==> config.mk <==
export PLATFORM = sky130hd
export DESIGN_NAME = supply_source_selector
export DESIGN_NICKNAME = d
export VERILOG_FILES = /design/src/ssel_pkg.sv /design/src/ssel_cfg.sv /design/src/ssel_step.sv /design/src/supply_source_selector.sv
export SDC_FILE = /design/constraint.sdc
export NUM_CORES = 1
export LEC_CHECK = 0
export BUFFER_PORTS_ARGS = -buffer_cell sky130_fd_sc_hd__buf_2
export CAP_MARGIN = 20
export CORE_MARGIN = 4
export CORE_UTILIZATION = 35
export CTS_CLUSTER_DIAMETER = 150
export DETAILED_ROUTE_END_ITERATION = 6
export GPL_TIMING_DRIVEN = 0
export PLACE_DENSITY = 0.63
export SETUP_SLACK_MARGIN = 0.2
export SYNTH_ARGS = -nofsm -noshare
export SYNTH_HDL_FRONTEND = slang
export SYNTH_SLANG_ARGS = --single-unit
==> constraint.sdc <==
create_clock -name i_clk -period 9.3 [get_ports i_clk]
set_clock_uncertainty 0.2 [all_clocks]
set_input_delay 0 -clock i_clk [delete_from_list [all_inputs] [get_ports i_clk]]
set_output_delay 0 -clock i_clk [all_outputs]
set_load 0.005 [all_outputs]
==> src/ssel_pkg.sv <==
package ssel_pkg;

    localparam int unsigned MvWidth    = 15;
    localparam int unsigned CountWidth = 8;
    localparam int unsigned CfgIdxWidth  = 3;
    localparam int unsigned CfgDataWidth = 15;

    localparam logic [MvWidth-1:0]    StbLowReset    = 15'd4500;
    localparam logic [MvWidth-1:0]    StbHighReset   = 15'd5400;
    localparam logic [CountWidth-1:0] PsOnLowReset   = 8'd8;
    localparam logic [CountWidth-1:0] PsOnHighReset  = 8'd12;
    localparam logic [CountWidth-1:0] PgLimitReset   = 8'd10;

    typedef enum logic [CfgIdxWidth-1:0] {
        CFG_STB_LOW_MV        = 3'd0,
        CFG_STB_HIGH_MV       = 3'd1,
        CFG_PS_ON_WINDOW_LOW  = 3'd2,
        CFG_PS_ON_WINDOW_HIGH = 3'd3,
        CFG_PG_COUNT_LIMIT    = 3'd4
    } t_cfg_idx;

    typedef enum logic [2:0] {
        MODE_WARMUP       = 3'd0,
        MODE_CHECKING     = 3'd1,
        MODE_INITIALIZING = 3'd2,
        MODE_ON_SUPPLY    = 3'd3,
        MODE_ON_BUFFER    = 3'd4,
        MODE_VOLTAGE_FAIL = 3'd5
    } t_mode;

    typedef enum logic {
        EV_CHECK_TICK = 1'b0,
        EV_POWER_ON   = 1'b1
    } t_event;

    typedef struct packed {
        logic               mode;
        logic [MvWidth-1:0] stb_voltage_mv;
        logic               power_good;
    } t_in_req;

    typedef struct packed {
        logic       ps_on;
        logic       select_supply;
        logic       select_buffer;
        logic [2:0] mode_now;
    } t_out_req;

    typedef struct packed {
        logic [MvWidth-1:0]    stb_low_mv;
        logic [MvWidth-1:0]    stb_high_mv;
        logic [CountWidth-1:0] ps_on_window_low;
        logic [CountWidth-1:0] ps_on_window_high;
        logic [CountWidth-1:0] pg_count_limit;
    } t_cfg;

endpackage

==> src/ssel_cfg.sv <==
module ssel_cfg (
    input  logic                              i_clk,
    input  logic                              i_rst_n,
    input  logic                              i_cfg_we,
    input  logic [ssel_pkg::CfgIdxWidth-1:0]  i_cfg_index,
    input  logic [ssel_pkg::CfgDataWidth-1:0] i_cfg_data,
    output ssel_pkg::t_cfg                    o_cfg
);
    import ssel_pkg::*;

    t_cfg r_cfg;

    always_ff @(posedge i_clk) begin
        if (!i_rst_n) begin
            r_cfg.stb_low_mv        <= StbLowReset;
            r_cfg.stb_high_mv       <= StbHighReset;
            r_cfg.ps_on_window_low  <= PsOnLowReset;
            r_cfg.ps_on_window_high <= PsOnHighReset;
            r_cfg.pg_count_limit    <= PgLimitReset;
        end else if (i_cfg_we) begin
            case (t_cfg_idx'(i_cfg_index))
                CFG_STB_LOW_MV:        r_cfg.stb_low_mv        <= i_cfg_data[MvWidth-1:0];
                CFG_STB_HIGH_MV:       r_cfg.stb_high_mv       <= i_cfg_data[MvWidth-1:0];
                CFG_PS_ON_WINDOW_LOW:  r_cfg.ps_on_window_low  <= i_cfg_data[CountWidth-1:0];
                CFG_PS_ON_WINDOW_HIGH: r_cfg.ps_on_window_high <= i_cfg_data[CountWidth-1:0];
                CFG_PG_COUNT_LIMIT:    r_cfg.pg_count_limit    <= i_cfg_data[CountWidth-1:0];
                default: ;
            endcase
        end
    end

    assign o_cfg = r_cfg;

endmodule

==> src/ssel_step.sv <==
module ssel_step (
    input  logic               i_clk,
    input  logic               i_rst_n,
    input  logic               i_fire,
    input  ssel_pkg::t_in_req  i_req,
    input  ssel_pkg::t_cfg     i_cfg,
    output ssel_pkg::t_out_req o_res
);
    import ssel_pkg::*;

    t_mode                 r_mode, n_mode;
    logic [CountWidth-1:0] r_qual, n_qual;
    logic [CountWidth-1:0] r_good, n_good;

    logic in_window;
    logic waiting;
    logic ps_on, sel_sup, sel_buf;

    always_comb begin
        n_mode  = r_mode;
        n_qual  = r_qual;
        n_good  = r_good;
        ps_on   = 1'b0;
        sel_sup = 1'b0;
        sel_buf = 1'b0;
        in_window = (i_req.stb_voltage_mv >= i_cfg.stb_low_mv) &&
                    (i_req.stb_voltage_mv <= i_cfg.stb_high_mv);
        waiting   = (r_mode == MODE_ON_BUFFER) || (r_mode == MODE_CHECKING);
        if (t_event'(i_req.mode) == EV_POWER_ON) begin
            n_mode = MODE_CHECKING;
        end else begin
            if (in_window && !i_req.power_good && waiting) begin
                n_qual = r_qual + 1'b1;
            end else begin
                n_qual = '0;
            end
            ps_on = (n_qual > i_cfg.ps_on_window_low) &&
                    (n_qual < i_cfg.ps_on_window_high);
            if (i_req.power_good) begin
                n_good = r_good + 1'b1;
            end else begin
                n_good = '0;
            end
            if ((n_good > i_cfg.pg_count_limit) && (r_mode == MODE_ON_BUFFER)) begin
                n_qual  = '0;
                n_good  = '0;
                n_mode  = MODE_ON_SUPPLY;
                sel_sup = 1'b1;
            end
            if (!i_req.power_good &&
                ((n_mode == MODE_ON_SUPPLY) || (n_mode == MODE_CHECKING))) begin
                n_mode  = MODE_ON_BUFFER;
                sel_buf = 1'b1;
            end
        end
    end

    always_ff @(posedge i_clk) begin
        if (!i_rst_n) begin
            r_mode <= MODE_WARMUP;
            r_qual <= '0;
            r_good <= '0;
        end else if (i_fire) begin
            r_mode <= n_mode;
            r_qual <= n_qual;
            r_good <= n_good;
        end
    end

    assign o_res.ps_on         = ps_on;
    assign o_res.select_supply = sel_sup;
    assign o_res.select_buffer = sel_buf;
    assign o_res.mode_now      = n_mode;

endmodule

==> src/supply_source_selector.sv <==
// Channel   Direction  Signals                         Accepted when
// in        input      i_in_valid, i_in_req            i_in_valid && !o_in_stall
//                      o_in_stall
// out       output     o_out_valid, o_out_req          o_out_valid && !i_out_stall
//                      i_out_stall
// cfg       input      i_cfg_we, i_cfg_index,          i_cfg_we
//                      i_cfg_data
//
// One request per cycle sustained while the output is not stalled; a request passes
// the input register, then the mode/count update into the result register.
// Synchronous active-low reset clears valids, mode and counts, and loads config defaults.
// A stall at the output holds the result; the input stalls only when both
// stages are full.
module supply_source_selector (
    input  logic                              i_clk,
    input  logic                              i_rst_n,
    input  logic                              i_in_valid,
    input  ssel_pkg::t_in_req                 i_in_req,
    output logic                              o_in_stall,
    output logic                              o_out_valid,
    output ssel_pkg::t_out_req                o_out_req,
    input  logic                              i_out_stall,
    input  logic                              i_cfg_we,
    input  logic [ssel_pkg::CfgIdxWidth-1:0]  i_cfg_index,
    input  logic [ssel_pkg::CfgDataWidth-1:0] i_cfg_data
);
    import ssel_pkg::*;

    t_cfg     cfg;
    t_in_req  r_in_req;
    logic     r_in_valid;
    t_out_req r_out_req;
    logic     r_out_valid;
    t_out_req step_res;
    logic     out_free;
    logic     fire;

    assign out_free   = !r_out_valid || !i_out_stall;
    assign fire       = r_in_valid && out_free;
    assign o_in_stall = r_in_valid && !out_free;

    ssel_cfg u_cfg (
        .i_clk       (i_clk),
        .i_rst_n     (i_rst_n),
        .i_cfg_we    (i_cfg_we),
        .i_cfg_index (i_cfg_index),
        .i_cfg_data  (i_cfg_data),
        .o_cfg       (cfg)
    );

    ssel_step u_step (
        .i_clk   (i_clk),
        .i_rst_n (i_rst_n),
        .i_fire  (fire),
        .i_req   (r_in_req),
        .i_cfg   (cfg),
        .o_res   (step_res)
    );

    always_ff @(posedge i_clk) begin
        if (!i_rst_n) begin
            r_in_valid  <= 1'b0;
            r_out_valid <= 1'b0;
        end else begin
            if (!o_in_stall) begin
                r_in_valid <= i_in_valid;
            end
            if (out_free) begin
                r_out_valid <= r_in_valid;
            end
        end
    end

    always_ff @(posedge i_clk) begin
        if (!o_in_stall && i_in_valid) begin
            r_in_req <= i_in_req;
        end
        if (fire) begin
            r_out_req <= step_res;
        end
    end

    assign o_out_valid = r_out_valid;
    assign o_out_req   = r_out_req;

endmodule
Word level (Yosys, flattened, before mapping)
Cells that the tools add are included.
{ "classes": {"add_sub_neg": 2, "n_mux": 12, "n_bitwise": 1, "n_lt_le_gt_ge": 5, "eq_ne": 8, "n_reduce_logical": 24} }
{ "op_table": {"columns": ["operator", "count"], "rows": [
  ["8-bit two-way mux", 6],
  ["8-bit by 1-bit adder with 8-bit output, second input constant", 2],
  ["8-bit > comparator", 2],
  ["15-bit greater-or-equal comparator", 1],
  ["15-bit <= comparator", 1],
  ["3-bit two-way mux", 4],
  ["2-bit AND reduction", 6],
  ["3-bit by 1-bit equality test with 1-bit output, second input constant", 3],
  ["3-bit by 2-bit equality test with 1-bit output, second input constant", 3],
  ["1-bit logical AND", 9],
  ["8-bit less-than comparator", 1],
  ["3-bit equality test, second input constant", 2],
  ["1-bit logical NOT", 5],
  ["3-bit logical NOT", 1],
  ["1-bit logical OR", 3],
  ["1-bit two-way mux", 2],
  ["1-bit inverter", 1]
]} }
{ "word_totals": {"input_bits": 40, "regBits": 98, "out_inout_bits": 8, "elab_cells": 69} }

Depth between registers and ports, before layout
Gate-level depths: netlist (run 1).
{ "logic_depth": {"depth_word": 12, "mapped_depth": 17, "ltp_nobuf": 16} }

Modules after synthesis
From an unflattened synthesis (run 1), not the netlist that was laid out.
{ "unflattened": {"hier_cells": 569, "hier_area_um2": 5391.4} }
{ "modules_own_cells": {"columns": ["mod", "n_inst", "cells_each", "area_per_inst_um2", "seq_area_each_um2"], "rows": [
  ["ssel_step", 1, 334, 2518.7, 380.4],
  ["ssel_cfg", 1, 204, 2098.3, 1081.0],
  ["supply_source_selector", 1, 31, 774.5, 730.7]
]} }

Least setup slack after synthesis (run 1)
OpenSTA, ideal clock, no wires.
{ "synth_path": {"path_kind": "reg-to-reg", "startpoint": "reg r_in_req[11] (netlist bit)", "endpoint": "reg r_out_req, in the netlist o_out_req[5] (data pin)", "stages_incl_launch_ff": 17, "arrival_time_ps": 3065, "synth_period_minus_slack_ps": 3417, "path_slack_ps": 5883, "setup_ps": 152, "n_path_buf": 1, "required_time_ps": 8948, "path_cell_list": "edfxtp_1 ha_1 and2_1 a221oi_1 o2bb2ai_2 a21oi_2 nor2_8 buf_6 and2_1 ha_1 nor2b_1 o21a_1 o21a_1 o21ai_0 a21oi_1 a211o_1 a31oi_1"} }
{ "synth_via": {"elab_chain_cells": 8, "word_cells_on_any_way": 10, "classes_between": "4 x order compare; 2 x mux; 4 x reduce/logical"} }
{ "synth_lines": {"columns": ["element", "line", "text"], "rows": [
  ["start: declaration", "supply_source_selector.sv:30", "t_in_req r_in_req;"],
  ["start signal: assignment", "supply_source_selector.sv:76", "r_in_req <= i_in_req;"],
  ["15-bit greater-or-equal comparator / 15-bit <= comparator (equally long branches)", "ssel_step.sv:26, ssel_step.sv:27", null],
  ["1-bit logical AND (*)", "ssel_step.sv:26", "in_window = (i_req.stb_voltage_mv >= i_cfg.stb_low_mv) &&"],
  ["1-bit logical AND (*) (2 in a row)", "ssel_step.sv:32", "if (in_window && !i_req.power_good && waiting) begin"],
  ["8-bit two-way mux (*)", "ssel_step.sv:32", null],
  ["8-bit two-way mux (*)", "ssel_step.sv:29", "if (t_event'(i_req.mode) == EV_POWER_ON) begin"],
  ["8-bit > comparator / 8-bit less-than comparator (equally long branches)", "ssel_step.sv:37, ssel_step.sv:38", null],
  ["1-bit logical AND (*)", "ssel_step.sv:37", "ps_on = (n_qual > i_cfg.ps_on_window_low) &&"],
  ["end signal: assignment", "supply_source_selector.sv:79", "r_out_req <= step_res;"],
  ["end: declaration", "supply_source_selector.sv:32", "t_out_req r_out_req;"]
]} }
Mark *: on every way between the ends. The rest lies on a longest branch, timed or not. The select of a mux whose other input is x is not followed.
A chain may end at the register's enable or synchronous reset.

Final worst setup path (run 1)
{ "layout_path": {"startpoint": "reg r_in_req[5] (netlist bit)", "endpoint": "reg r_out_req, in the netlist o_out_req[5] (data pin)"} }
Same word-level chain as after synthesis.

==> reports/metrics.csv, run 1 <==
stage,metric,value,unit
status,outcome,completed,
layout,nets,791,
power,Lkg Pwr,2.55,nW
critical_path,Crit path max-delay family,compound AO/OA/AOI/OAI gates,
global_route,GR Overflow Total,0,
floorplan,Die H,129,um
critical_path,WP data required,9.29,ns
sta,final worst-path cycle share,42.7,%
sta,Least-Margin Pin Slew,0.871,ns
cts,"Reg clk slew, reported paths",0.07,ns
sta,Final Max Tran Viols,0,
critical_path,Critical Path AT,3.95,ns
global_route,met1 GRT Util,19.0,%
cts,Clock Tree Root,clkbuf_16,
floorplan,Horiz. Die Dim,129,um
sta,Tmin final,3.97,ns
global_route,number of global-route vias before repair,4437,
placed_design,port bufs,46,
synth,Main synth FF type,dfxtp_1,
critical_path,r2r setup slk,5.33,ns
synth,syn avg cell area,8.61,um2
synth,Yosys Warn Count,0,
cts,number of CTS-inserted buffers,9,
critical_path,Worst Path Buf+Inv,1,
critical_path,Critical Path Stages,16,
critical_path,crit-path max FO,10,
critical_path,"Cell Chain, Critical Path",ha_1 -> nand4_1 -> a21oi_1 -> o31ai_1 -> a21oi_1 -> nor2_8 -> buf_6 -> and2_1 -> ha_1 -> nor2b_1 -> o21a_1 -> o21a_1 -> o21ai_0 -> a21oi_1 -> a211o_1 -> a31oi_1,
critical_path,Crit. Startpoint,r_in_req[5]$_DFFE_PP_,
sta,# setup viols final,0,
critical_path,"Max stage delay cell, worst path",a21oi_1,
routing,Routed WL,13.1,mm
synth,register bit total from synthesis,98,
sta,"Hold Violations, Final",0,
hold_path,Hold Path Depth,4,
synth,register area share after synthesis,42.7,%
routing,routed len/inst,14.8,um
cts,post-CTS resize count,0,
synth,Post-synth EDFFs,23,
floorplan,Rows,43,
sta,RSZ-0062 raised after global routing,no,
floorplan,core area,0.0141,mm2
global_route,routing usage on met2,29.9,%
routing,Detail Route Antenna Nets,0,
routing,initial DRC count,195,
critical_path,R2R depth,16,
layout,ant diodes,0,
critical_path,crit-path max cell delay,0.54,ns
floorplan,Initial Util,36.4,%
hold_path,Hold Crit Class,input pin to flip-flop,
routing,via count,4439,
routing,drt pass-1 iters,5,
floorplan,die area,0.0167,mm2
cts,Worst-Skew Late Latency,0.34,ns
synth,post-synth cell types,51,
global_route,largest net degree at the start of global routing,18,
synth,Async SR Flop Fraction,0,%
cts,htree depth,3,
sta,Slew HR,41.7,%
placed_design,hpwl dp,9.51,mm
layout,Area growth syn-to-layout,22.9,%
critical_path,crit path launch type,flip-flop,
layout,post-route insts no fill,882,
cts,CTS tree,yes,
sta,setup TNS,0,ns
routing,via/cell ratio,5.03,
critical_path,CP most frequent cell,a21oi_1,
critical_path,RR Startpoint,r_in_req[5]$_DFFE_PP_,
placed_design,placer congestion estimate,0.910,
cts,Clock Path Buffers,2,
sta,Peak Freq,0.252,GHz
critical_path,crit path capture type,flip-flop,
job,Max Cap Viol,0,
cts,Sink Count,98,
routing,DRC viols,0,
synth,post-synthesis cell area,0.00513,mm2
power,VDD IR max,0.0933,mV
layout,share of cells above drive strength 1,10.3,%
synth,cells after synthesis,596,
global_route,total track usage,16.3,%
synth,Syn Nets,690,
global_route,met3 GRT Util,2.35,%
global_route,first-pass GRT wire length,21.5,mm
critical_path,capture point of the worst path,o_out_req[5]$_SDFFCE_PP0P_,
critical_path,CP Class,flip-flop to flip-flop,
floorplan,# IOs,48,
placed_design,placed cells,822,
global_route,GRT busiest layer,met2,
power,PwrDens,143,mW/mm2
global_route,initial antenna violation count,0,
critical_path,reg2reg end,o_out_req[5]$_SDFFCE_PP0P_,
==> cell type report <==
class / count / area, um2
fillers: 1365 / 7790
multi-input cells: 419 / 2630
flip-flops and latches: 98 / 2190
repair buffers: 90 / 671
clock buffers: 14 / 264
well taps: 180 / 225
inverters: 57 / 214
plain buffers: 22 / 92.6
clock inverters: 2 / 11.3
==> cell usage after synthesis (all sizes together) (2+ instances only) <==
cell,n,area (um2)
a21oi,72,364
o21a,4,30.0
a31oi,4,25.0
nand3b,3,22.5
xor2,3,26.3
o31ai,2,20.0
o211ai,15,113
nor3,3,20.0
edfxtp,23,691
nand3,24,120
nand2b,4,25.0
nor2,18,86.3
nand4,14,87.6
nor2b,7,43.8
and2,16,100
or2,2,12.5
buf,4,25.0
dfxtp,75,1500
inv,57,214
a21o,6,45.0
clkbuf,18,67.6
and3,8,50.1
a211oi,4,30.0
nand2,121,454
ha,54,676
a221oi,3,26.3
xnor2,10,87.6
o21ai,9,45.0
==> how the worst min path moves through the flow <==
stage	start	end	slack (ns)
after CTS	i_cfg_index[1]	u_cfg.o_cfg[14]$_SDFFE_PN0P_	0.02
after global placement	i_in_req[3]	r_in_req[3]$_DFFE_PP_	-0.02
final	i_cfg_index[1]	u_cfg.o_cfg[14]$_SDFFE_PN0P_	0.03
after detailed placement	i_in_req[13]	r_in_req[13]$_DFFE_PP_	-0.02
after floorplan	i_in_req[0]	r_in_req[0]$_DFFE_PP_	-0.10
after global routing	i_cfg_index[1]	u_cfg.o_cfg[14]$_SDFFE_PN0P_	0.12
==> layer usage <==
| metal | vias up | wire length (um) |
|---|---|---|
| li1 | 2261 | - |
| met3 | 15 | 561 |
| met1 | 2064 | 5530 |
| met2 | 99 | 6820 |
| met5 | - | 0 |
| met4 | 0 | 143 |
==> sequential cells by signal, summed over array words and instances, names as in the netlist <==
register	count
u_cfg.o_cfg	54
r_in_req	17
u_step.r_good	8
u_step.r_qual	8
o_out_req	6
u_step.r_mode	3
o_out_valid	1
r_in_valid	1
==> power by group <==
part           switching, mW  leakage (nW)  internal [mW]
combinational         0.0513          1.58         0.0401
sequential           0.00710         0.831          0.449
clock                  0.157         0.137          0.196
total                  0.216          2.55          0.685
==> worst register-to-register path, stage by stage, from the launching register on <==
cell and delay (ns):
edfxtp_1 0.41, ha_1 0.32, nand4_1 0.15, a21oi_1 0.20, o31ai_1 0.10, a21oi_1 0.54, nor2_8 0.11, buf_6 0.17
and2_1 0.17, ha_1 0.28, nor2b_1 0.13, o21a_1 0.16, o21a_1 0.16, o21ai_0 0.16, a21oi_1 0.10, a211o_1 0.28
a31oi_1 0.16
==> through the flow <==
| step | utilization [%] | hold slack, ns | power, mW | worst slack, ns | instance area [um2] |
|---|---|---|---|---|---|
| finish | 44.7 | 0.0269 | 0.901 | 5.33 | 6300 |
| global route | 44.7 | 0.117 | 0.934 | 5.10 | 6300 |
| CTS | 44.7 | 0.0163 | 0.906 | 5.28 | 6300 |
| detailed placement | 39.6 | -0.0219 | 0.543 | 5.32 | 5590 |
| global placement | 39.6 | -0.0236 | 0.540 | 5.32 | 5580 |
| floorplan | - | -0.101 | 0.510 | 5.88 | 5130 |
==> what timing repair did <==
item,4_1_cts,5_1_grt
endpoints found under the setup margin,0,0
hold buffers,44,0
hold endpoints to repair,74,0
buffers inserted,0,0
==> kinds of logic (layout without fill, tap and decap cells) <==
kind of cell / Yosys count / in the layout / synth area share, %
flops: 98 / 98 / 42.7
xor+xnor: 13 / 13 / 2.22
buf+inv: 79 / 185 / 5.98
fa+ha+maj: 54 / 54 / 13.2
simple gates: 227 / 227 / 21.1
compound gates: 125 / 125 / 14.8
==> layout by cell type (no fill, tap or decap), types with 8 or more instances in the layout <==
master | netlist | layout
nand3_1 | 24 | 24
and3_1 | 8 | 8
xnor2_1 | 10 | 10
ha_1 | 54 | 54
dlygate4sd3_1 | 0 | 44
clkbuf_16 | 0 | 9
o211ai_1 | 15 | 15
inv_1 | 56 | 56
nand2_1 | 121 | 121
nor2_1 | 16 | 16
nand4_1 | 14 | 14
a21oi_1 | 71 | 71
edfxtp_1 | 23 | 23
dfxtp_1 | 75 | 75
clkbuf_1 | 18 | 21
buf_2 | 2 | 48
and2_1 | 16 | 16
Note: power is estimated with default switching activity, not from simulation.
==> run 2, diff against run 1 <==
clock period = 3.7 ns   (was 9.3 ns; I/O delays follow)
==> reports/metrics.csv, run 2 (same netlist as run 1, synthesis figures left out) <==
stage,metric,value,unit,change
routing,via/cell ratio,5.11,,was 5.03
sta,Slew HR,42.5,%,was 41.7%
global_route,largest net degree at the start of global routing,18,,unchanged
floorplan,Die H,129,um,unchanged
cts,"Reg clk slew, reported paths",0.07,ns,about the same
global_route,met3 GRT Util,3.38,%,was 2.35%
global_route,GR Overflow Total,0,,unchanged
power,Tot Pwr,2.30,mW,was 0.901 mW
hold_path,min-delay src,i_cfg_index[1],,unchanged
sta,Peak Freq,0.275,GHz,was 0.252 GHz
routing,routed len/inst,15.1,um,was 14.8 um
routing,Routed WL,13.5,mm,was 13.1 mm
hold_path,Hold Crit Class,input pin to flip-flop,,unchanged
floorplan,core area,0.0141,mm2,unchanged
layout,most frequent cells in the layout,"nand2_1, dfxtp_1, a21oi_1",,unchanged
layout,nets,803,,was 791
placed_design,placed cells,822,,unchanged
sta,# setup viols final,0,,unchanged
cts,Clock Path Buffers,2,,unchanged
hold_path,Hold Path Depth,4,,unchanged
sta,RSZ-0062 raised after global routing,yes,,was no
critical_path,R2R depth,17,,was 16
global_route,number of global-route vias before repair,4573,,was 4437
routing,DRC viols,0,,unchanged
critical_path,reg2reg end,o_out_req[5]$_SDFFCE_PP0P_,,unchanged
sta,Final Max Tran Viols,0,,unchanged
floorplan,# IOs,48,,unchanged
placed_design,placer congestion estimate,0.910,,unchanged
layout,post-route insts no fill,894,,was 882
global_route,first-pass GRT wire length,22.2,mm,was 21.5 mm
routing,initial DRC count,184,,was 195
hold_path,Hold Path Sink,u_cfg.o_cfg[14]$_SDFFE_PN0P_,,unchanged
floorplan,Initial Util,36.4,%,unchanged
critical_path,crit path launch type,flip-flop,,unchanged
routing,via count,4570,,was 4439
routing,Detail Route Antenna Nets,0,,unchanged
global_route,initial antenna violation count,0,,unchanged
sta,Least-Margin Pin Slew,0.858,ns,was 0.871 ns
cts,htree depth,3,,unchanged
floorplan,die area,0.0167,mm2,unchanged
sta,"Hold Violations, Final",0,,unchanged
floorplan,Horiz. Die Dim,129,um,unchanged
placed_design,DP Area,0.00559,mm2,unchanged
layout,share of cells above drive strength 1,14.8,%,was 10.3%
critical_path,Critical Path AT,3.52,ns,was 3.95 ns
global_route,total track usage,16.8,%,was 16.3%
critical_path,WP data required,3.59,ns,was 9.29 ns
power,VDD IR max,0.239,mV,was 0.0933 mV
sta,setup TNS,0,ns,unchanged
global_route,GRT busiest layer,met2,,unchanged
status,outcome,completed,,unchanged
cts,Worst-Skew Late Latency,0.34,ns,about the same
sta,worst hold margin,0.0256,ns,was 0.0269 ns
layout,"most common cell after layout, fill and taps aside",nand2_1,,unchanged
cts,Clock Tree Root,clkbuf_16,,unchanged
sta,Tmin final,3.63,ns,was 3.97 ns
layout,ant diodes,0,,unchanged
layout,Area growth syn-to-layout,28.9,%,was 22.9%
cts,number of CTS-inserted buffers,9,,unchanged
critical_path,crit path capture type,flip-flop,,unchanged
power,PwrDens,347,mW/mm2,was 143 mW/mm2
floorplan,Rows,43,,unchanged
critical_path,RR Startpoint,r_in_req[15]$_DFFE_PP_,,was r_in_req[5]$_DFFE_PP_
global_route,met1 GRT Util,19.5,%,was 19.0%
job,Max Cap Viol,0,,unchanged
cts,Sink Count,98,,unchanged
routing,drt pass-1 iters,5,,unchanged
layout,fillcell total,1331,,was 1365
critical_path,crit-path max FO,8,,was 10
sta,final worst-path cycle share,98.2,%,was 42.7%
critical_path,CP Class,flip-flop to flip-flop,,unchanged
placed_design,port bufs,46,,unchanged
critical_path,r2r setup slk,0.07,ns,was 5.33 ns
cts,CTS tree,yes,,unchanged
global_route,routing usage on met2,30.5,%,was 29.9%
placed_design,hpwl dp,9.51,mm,unchanged
layout,cell area after layout,0.00661,mm2,was 0.00630 mm2
layout,max FFs per register,54,,unchanged
power,Lkg Pwr,2.65,nW,was 2.55 nW
[run 2: cell types whose count changed in the layout (fill, tap and decap cells not counted), sizes merged]
| cell | change |
|---|---|
| buf | +12 |
[run 2: layout make-up]
cell class | count | area, um2 | area share [%]
inverter | 57 | 214 | 3.24
multi-input combinational | 419 | 2850 | 43.0
clock inverter | 2 | 11.3 | 0.170
tap | 180 | 225 | 3.41
sequential | 98 | 2190 | 33.2
timing repair buffer | 102 | 764 | 11.6
buffer | 22 | 93.8 | 1.42
clock buffer | 14 | 264 | 3.99
[run 2: how the worst max path moves through the flow]
stage | from | end | slack, ns | depth (start not counted)
after global routing | r_in_req[9]$_DFFE_PP_ | o_out_req[5]$_SDFFCE_PP0P_ | -0.11 | 16
after floorplan | r_in_req[11]$_DFFE_PP_ | o_out_req[5]$_SDFFCE_PP0P_ | 0.28 | 16
after CTS | r_in_req[14]$_DFFE_PP_ | o_out_req[5]$_SDFFCE_PP0P_ | 0.008 | 16
after detailed placement | r_in_req[5]$_DFFE_PP_ | o_out_req[5]$_SDFFCE_PP0P_ | -0.28 | 16
final | r_in_req[15]$_DFFE_PP_ | o_out_req[5]$_SDFFCE_PP0P_ | 0.07 | 17
after global placement | r_in_req[7]$_DFFE_PP_ | o_out_req[5]$_SDFFCE_PP0P_ | -0.28 | 16
[run 2: layer usage]
| metal | vias to the layer above | wire (um) |
|---|---|---|
| li1 | 2281 | - |
| met1 | 2130 | 5520 |
| met2 | 131 | 6930 |
| met3 | 28 | 659 |
| met4 | 0 | 365 |
| met5 | - | 0 |
[run 2: through the flow]
stage / setup slack, ns / utilization (%)
after floorplan: 0.283 / -
after global placement: -0.276 / 39.6
after detailed placement: -0.279 / 39.6
after CTS: 0.00819 / 46.0
after global routing: -0.110 / 46.9
final: 0.0650 / 46.9
[run 2: where the power goes]
group / total (mW) / switching (mW) / internal [mW]
Combinational: 0.260 / 0.142 / 0.119
Sequential: 1.15 / 0.0188 / 1.13
Clock: 0.888 / 0.395 / 0.493
Total: 2.30 / 0.556 / 1.74
[run 2: critical path, cell delays in order (launching register included)]
cell and delay (ns):
edfxtp_1 0.45, buf_6 0.16, ha_4 0.26, nand4_1 0.21, nor2_1 0.18, o31ai_2 0.10
a21oi_4 0.25, nor2_8 0.07, buf_6 0.13, and2_4 0.15, ha_1 0.30, a21oi_2 0.15
nor2_1 0.06, nor2_1 0.14, nand2_1 0.10, o21a_1 0.20, a31oi_1 0.15, a31oi_1 0.12
[run 2: what timing repair did]
action / in CTS / in global routing
setup endpoints to repair: 1 / 4
hold buffers: 44 / 0
gates resized for setup: 15 / 18
endpoints found under the hold margin: 74 / 0
pin swaps: 11 / 14
setup buffers: 9 / 3
==> run 3, diff against run 2 <==
ABC_CLOCK_PERIOD_IN_PS = 3700   (was unset)
CORE_UTILIZATION = 40   (was 35)
PLACE_DENSITY = 0.69   (was 0.63)
==> reports/metrics.csv, run 3 (same netlist as run 1, synthesis figures left out) <==
stage,metric,value,unit,change
layout,Area growth syn-to-layout,27.2,%,was 28.9%
critical_path,CP Class,flip-flop to flip-flop,,unchanged
routing,via/cell ratio,5.19,,was 5.11
critical_path,crit path launch type,flip-flop,,unchanged
placed_design,placer congestion estimate,0.857,,was 0.910
global_route,number of global-route vias before repair,4617,,was 4573
layout,fillcell total,1124,,was 1331
power,PwrDens,349,mW/mm2,was 347 mW/mm2
sta,Peak Freq,0.271,GHz,was 0.275 GHz
critical_path,crit-path max cell delay,0.50,ns,was 0.45 ns
global_route,total track usage,18.7,%,was 16.8%
sta,Tmin final,3.69,ns,was 3.63 ns
layout,ant diodes,0,,unchanged
routing,initial DRC count,239,,was 184
critical_path,crit-path max FO,8,,unchanged
placed_design,DP Area,0.00558,mm2,was 0.00559 mm2
routing,Detail Route Antenna Nets,0,,unchanged
critical_path,"Cell Chain, Critical Path",ha_4 -> nand4_1 -> or4_4 -> o2bb2ai_4 -> a21oi_4 -> nor2_8 -> buf_6 -> and2_4 -> ha_4 -> a21oi_2 -> nor2b_1 -> o21ai_1 -> nand2_1 -> o21a_1 -> a31oi_2 -> a31oi_2,,was buf_6 -> ha_4 -> nand4_1 -> nor2_1 -> o31ai_2 -> a21oi_4 -> nor2_8 -> buf_6 -> and2_4 -> ha_1 -> a21oi_2 -> nor2_1 -> nor2_1 -> nand2_1 -> o21a_1 -> a31oi_1 -> a31oi_1
floorplan,core area,0.0126,mm2,was 0.0141 mm2
floorplan,Die H,121,um,was 129 um
floorplan,# IOs,48,,unchanged
cts,htree depth,3,,unchanged
layout,"most common cell after layout, fill and taps aside",nand2_1,,unchanged
routing,routed len/inst,15.1,um,about the same
placed_design,port bufs,46,,unchanged
critical_path,WP data required,3.59,ns,about the same
critical_path,crit path capture type,flip-flop,,unchanged
floorplan,Horiz. Die Dim,121,um,was 129 um
layout,share of cells above drive strength 1,15.4,%,was 14.8%
placed_design,hpwl dp,9.52,mm,was 9.51 mm
layout,nets,798,,was 803
critical_path,Critical Path AT,3.58,ns,was 3.52 ns
status,outcome,completed,,unchanged
routing,Routed WL,13.3,mm,was 13.5 mm
global_route,largest net degree at the start of global routing,18,,unchanged
global_route,GR Overflow Total,0,,unchanged
global_route,initial antenna violation count,0,,unchanged
cts,number of CTS-inserted buffers,9,,unchanged
layout,post-route insts no fill,881,,was 894
power,Lkg Pwr,2.63,nW,was 2.65 nW
power,VDD IR max,0.256,mV,was 0.239 mV
routing,drt pass-1 iters,4,,was 5
sta,RSZ-0062 raised after global routing,yes,,unchanged
floorplan,Rows,41,,was 43
global_route,first-pass GRT wire length,21.7,mm,was 22.2 mm
floorplan,die area,0.0147,mm2,was 0.0167 mm2
sta,Slew HR,42.1,%,was 42.5%
routing,via count,4571,,was 4570
cts,Sink Count,98,,unchanged
layout,cell area after layout,0.00652,mm2,was 0.00661 mm2
cts,Worst-Skew Late Latency,0.35,ns,was 0.34 ns
floorplan,Initial Util,40.8,%,was 36.4%
cts,Clock Tree Root,clkbuf_16,,unchanged
cts,"Reg clk slew, reported paths",0.07,ns,about the same
sta,# setup viols final,0,,unchanged
sta,Least-Margin Pin Slew,0.864,ns,was 0.858 ns
sta,final worst-path cycle share,99.8,%,was 98.2%
layout,max FFs per register,54,,unchanged
layout,most frequent cells in the layout,"nand2_1, dfxtp_1, a21oi_1",,unchanged
cts,Clock Path Buffers,2,,unchanged
sta,Final Max Tran Viols,0,,unchanged
job,Max Cap Viol,0,,unchanged
placed_design,placed cells,814,,was 822
critical_path,"Max stage delay cell, worst path",edfxtp_1,,unchanged
routing,DRC viols,0,,unchanged
cts,CTS tree,yes,,unchanged
hold_path,Hold Crit Class,input pin to flip-flop,,unchanged
sta,"Hold Violations, Final",0,,unchanged
run 3: worst max-delay path, delay by kind of cell, from the launching register on:
kind / cells / cell delay [ns]
AOI/OAI and AO/OA: 7 / 1.07
and+or+nand+nor: 6 / 1.01
adders and majority gates: 2 / 0.52
DFF: 1 / 0.50
buffers and inverters: 1 / 0.13
run 3: final cells by class:
cell class | count | area (um2) | area share, %
clock buffers | 11 | 243 | 3.72
repair buffers | 97 | 708 | 10.9
clock inverters | 5 | 28.8 | 0.441
flip-flops and latches | 98 | 2190 | 33.6
inverters | 57 | 214 | 3.28
well taps | 172 | 215 | 3.30
multi-input cells | 419 | 2830 | 43.3
plain buffers | 22 | 95.1 | 1.46
run 3: timing repair:
| item | CTS | global route |
|---|---|---|
| hold endpoints to repair | 75 | 0 |
| endpoints found under the setup margin | 1 | 3 |
| setup buffers | 10 | 3 |
| hold buffers | 38 | 0 |
| resized for setup | 19 | 10 |
| pin swaps | 14 | 12 |
run 3: path summary, 6_finish.rpt:
path / startpoint / endpoint / slack (ns) / cells past startpoint
min reg2reg: u_cfg.o_cfg[20]$_SDFFE_PN0P_ / u_cfg.o_cfg[20]$_SDFFE_PN0P_ / 0.26 / 2
max reg2reg: r_in_req[15]$_DFFE_PP_ / o_out_req[5]$_SDFFCE_PP0P_ / 0.006 / 16
min: i_cfg_index[2] / u_cfg.o_cfg[7]$_SDFFE_PN0P_ / 0.02 / 4
max: r_in_req[15]$_DFFE_PP_ / o_out_req[5]$_SDFFCE_PP0P_ / 0.006 / 16
run 3: metal layers:
metal,routed length [um],global-route usage [%],up-vias
met5,0,0,-
met4,432,8.47,0
met3,504,3.31,33
met2,6910,34.5,122
met1,5470,21.0,2148
li1,-,-,2268
run 3: report_power, final:
part | total, mW | internal (mW) | switching (mW)
registers | 1.15 | 1.13 | 0.0192
logic | 0.252 | 0.114 | 0.139
clock network | 0.874 | 0.471 | 0.403
total | 2.27 | 1.71 | 0.561
run 3: stage by stage:
stage	hold slack, ns	utilization [%]	setup TNS, ns	power [mW]	worst slack [ns]
4_1_cts	0.00532	51.1	-0.0340	2.27	-0.0340
3_5_place_dp	-0.0214	44.4	-0.353	1.36	-0.353
2_1_floorplan	-0.101	-	0	1.28	0.283
3_3_place_gp	-0.0229	44.4	-0.346	1.35	-0.346
5_1_grt	0.0642	51.9	-0.116	2.35	-0.116
6_report	0.0186	51.9	0	2.27	0.00574
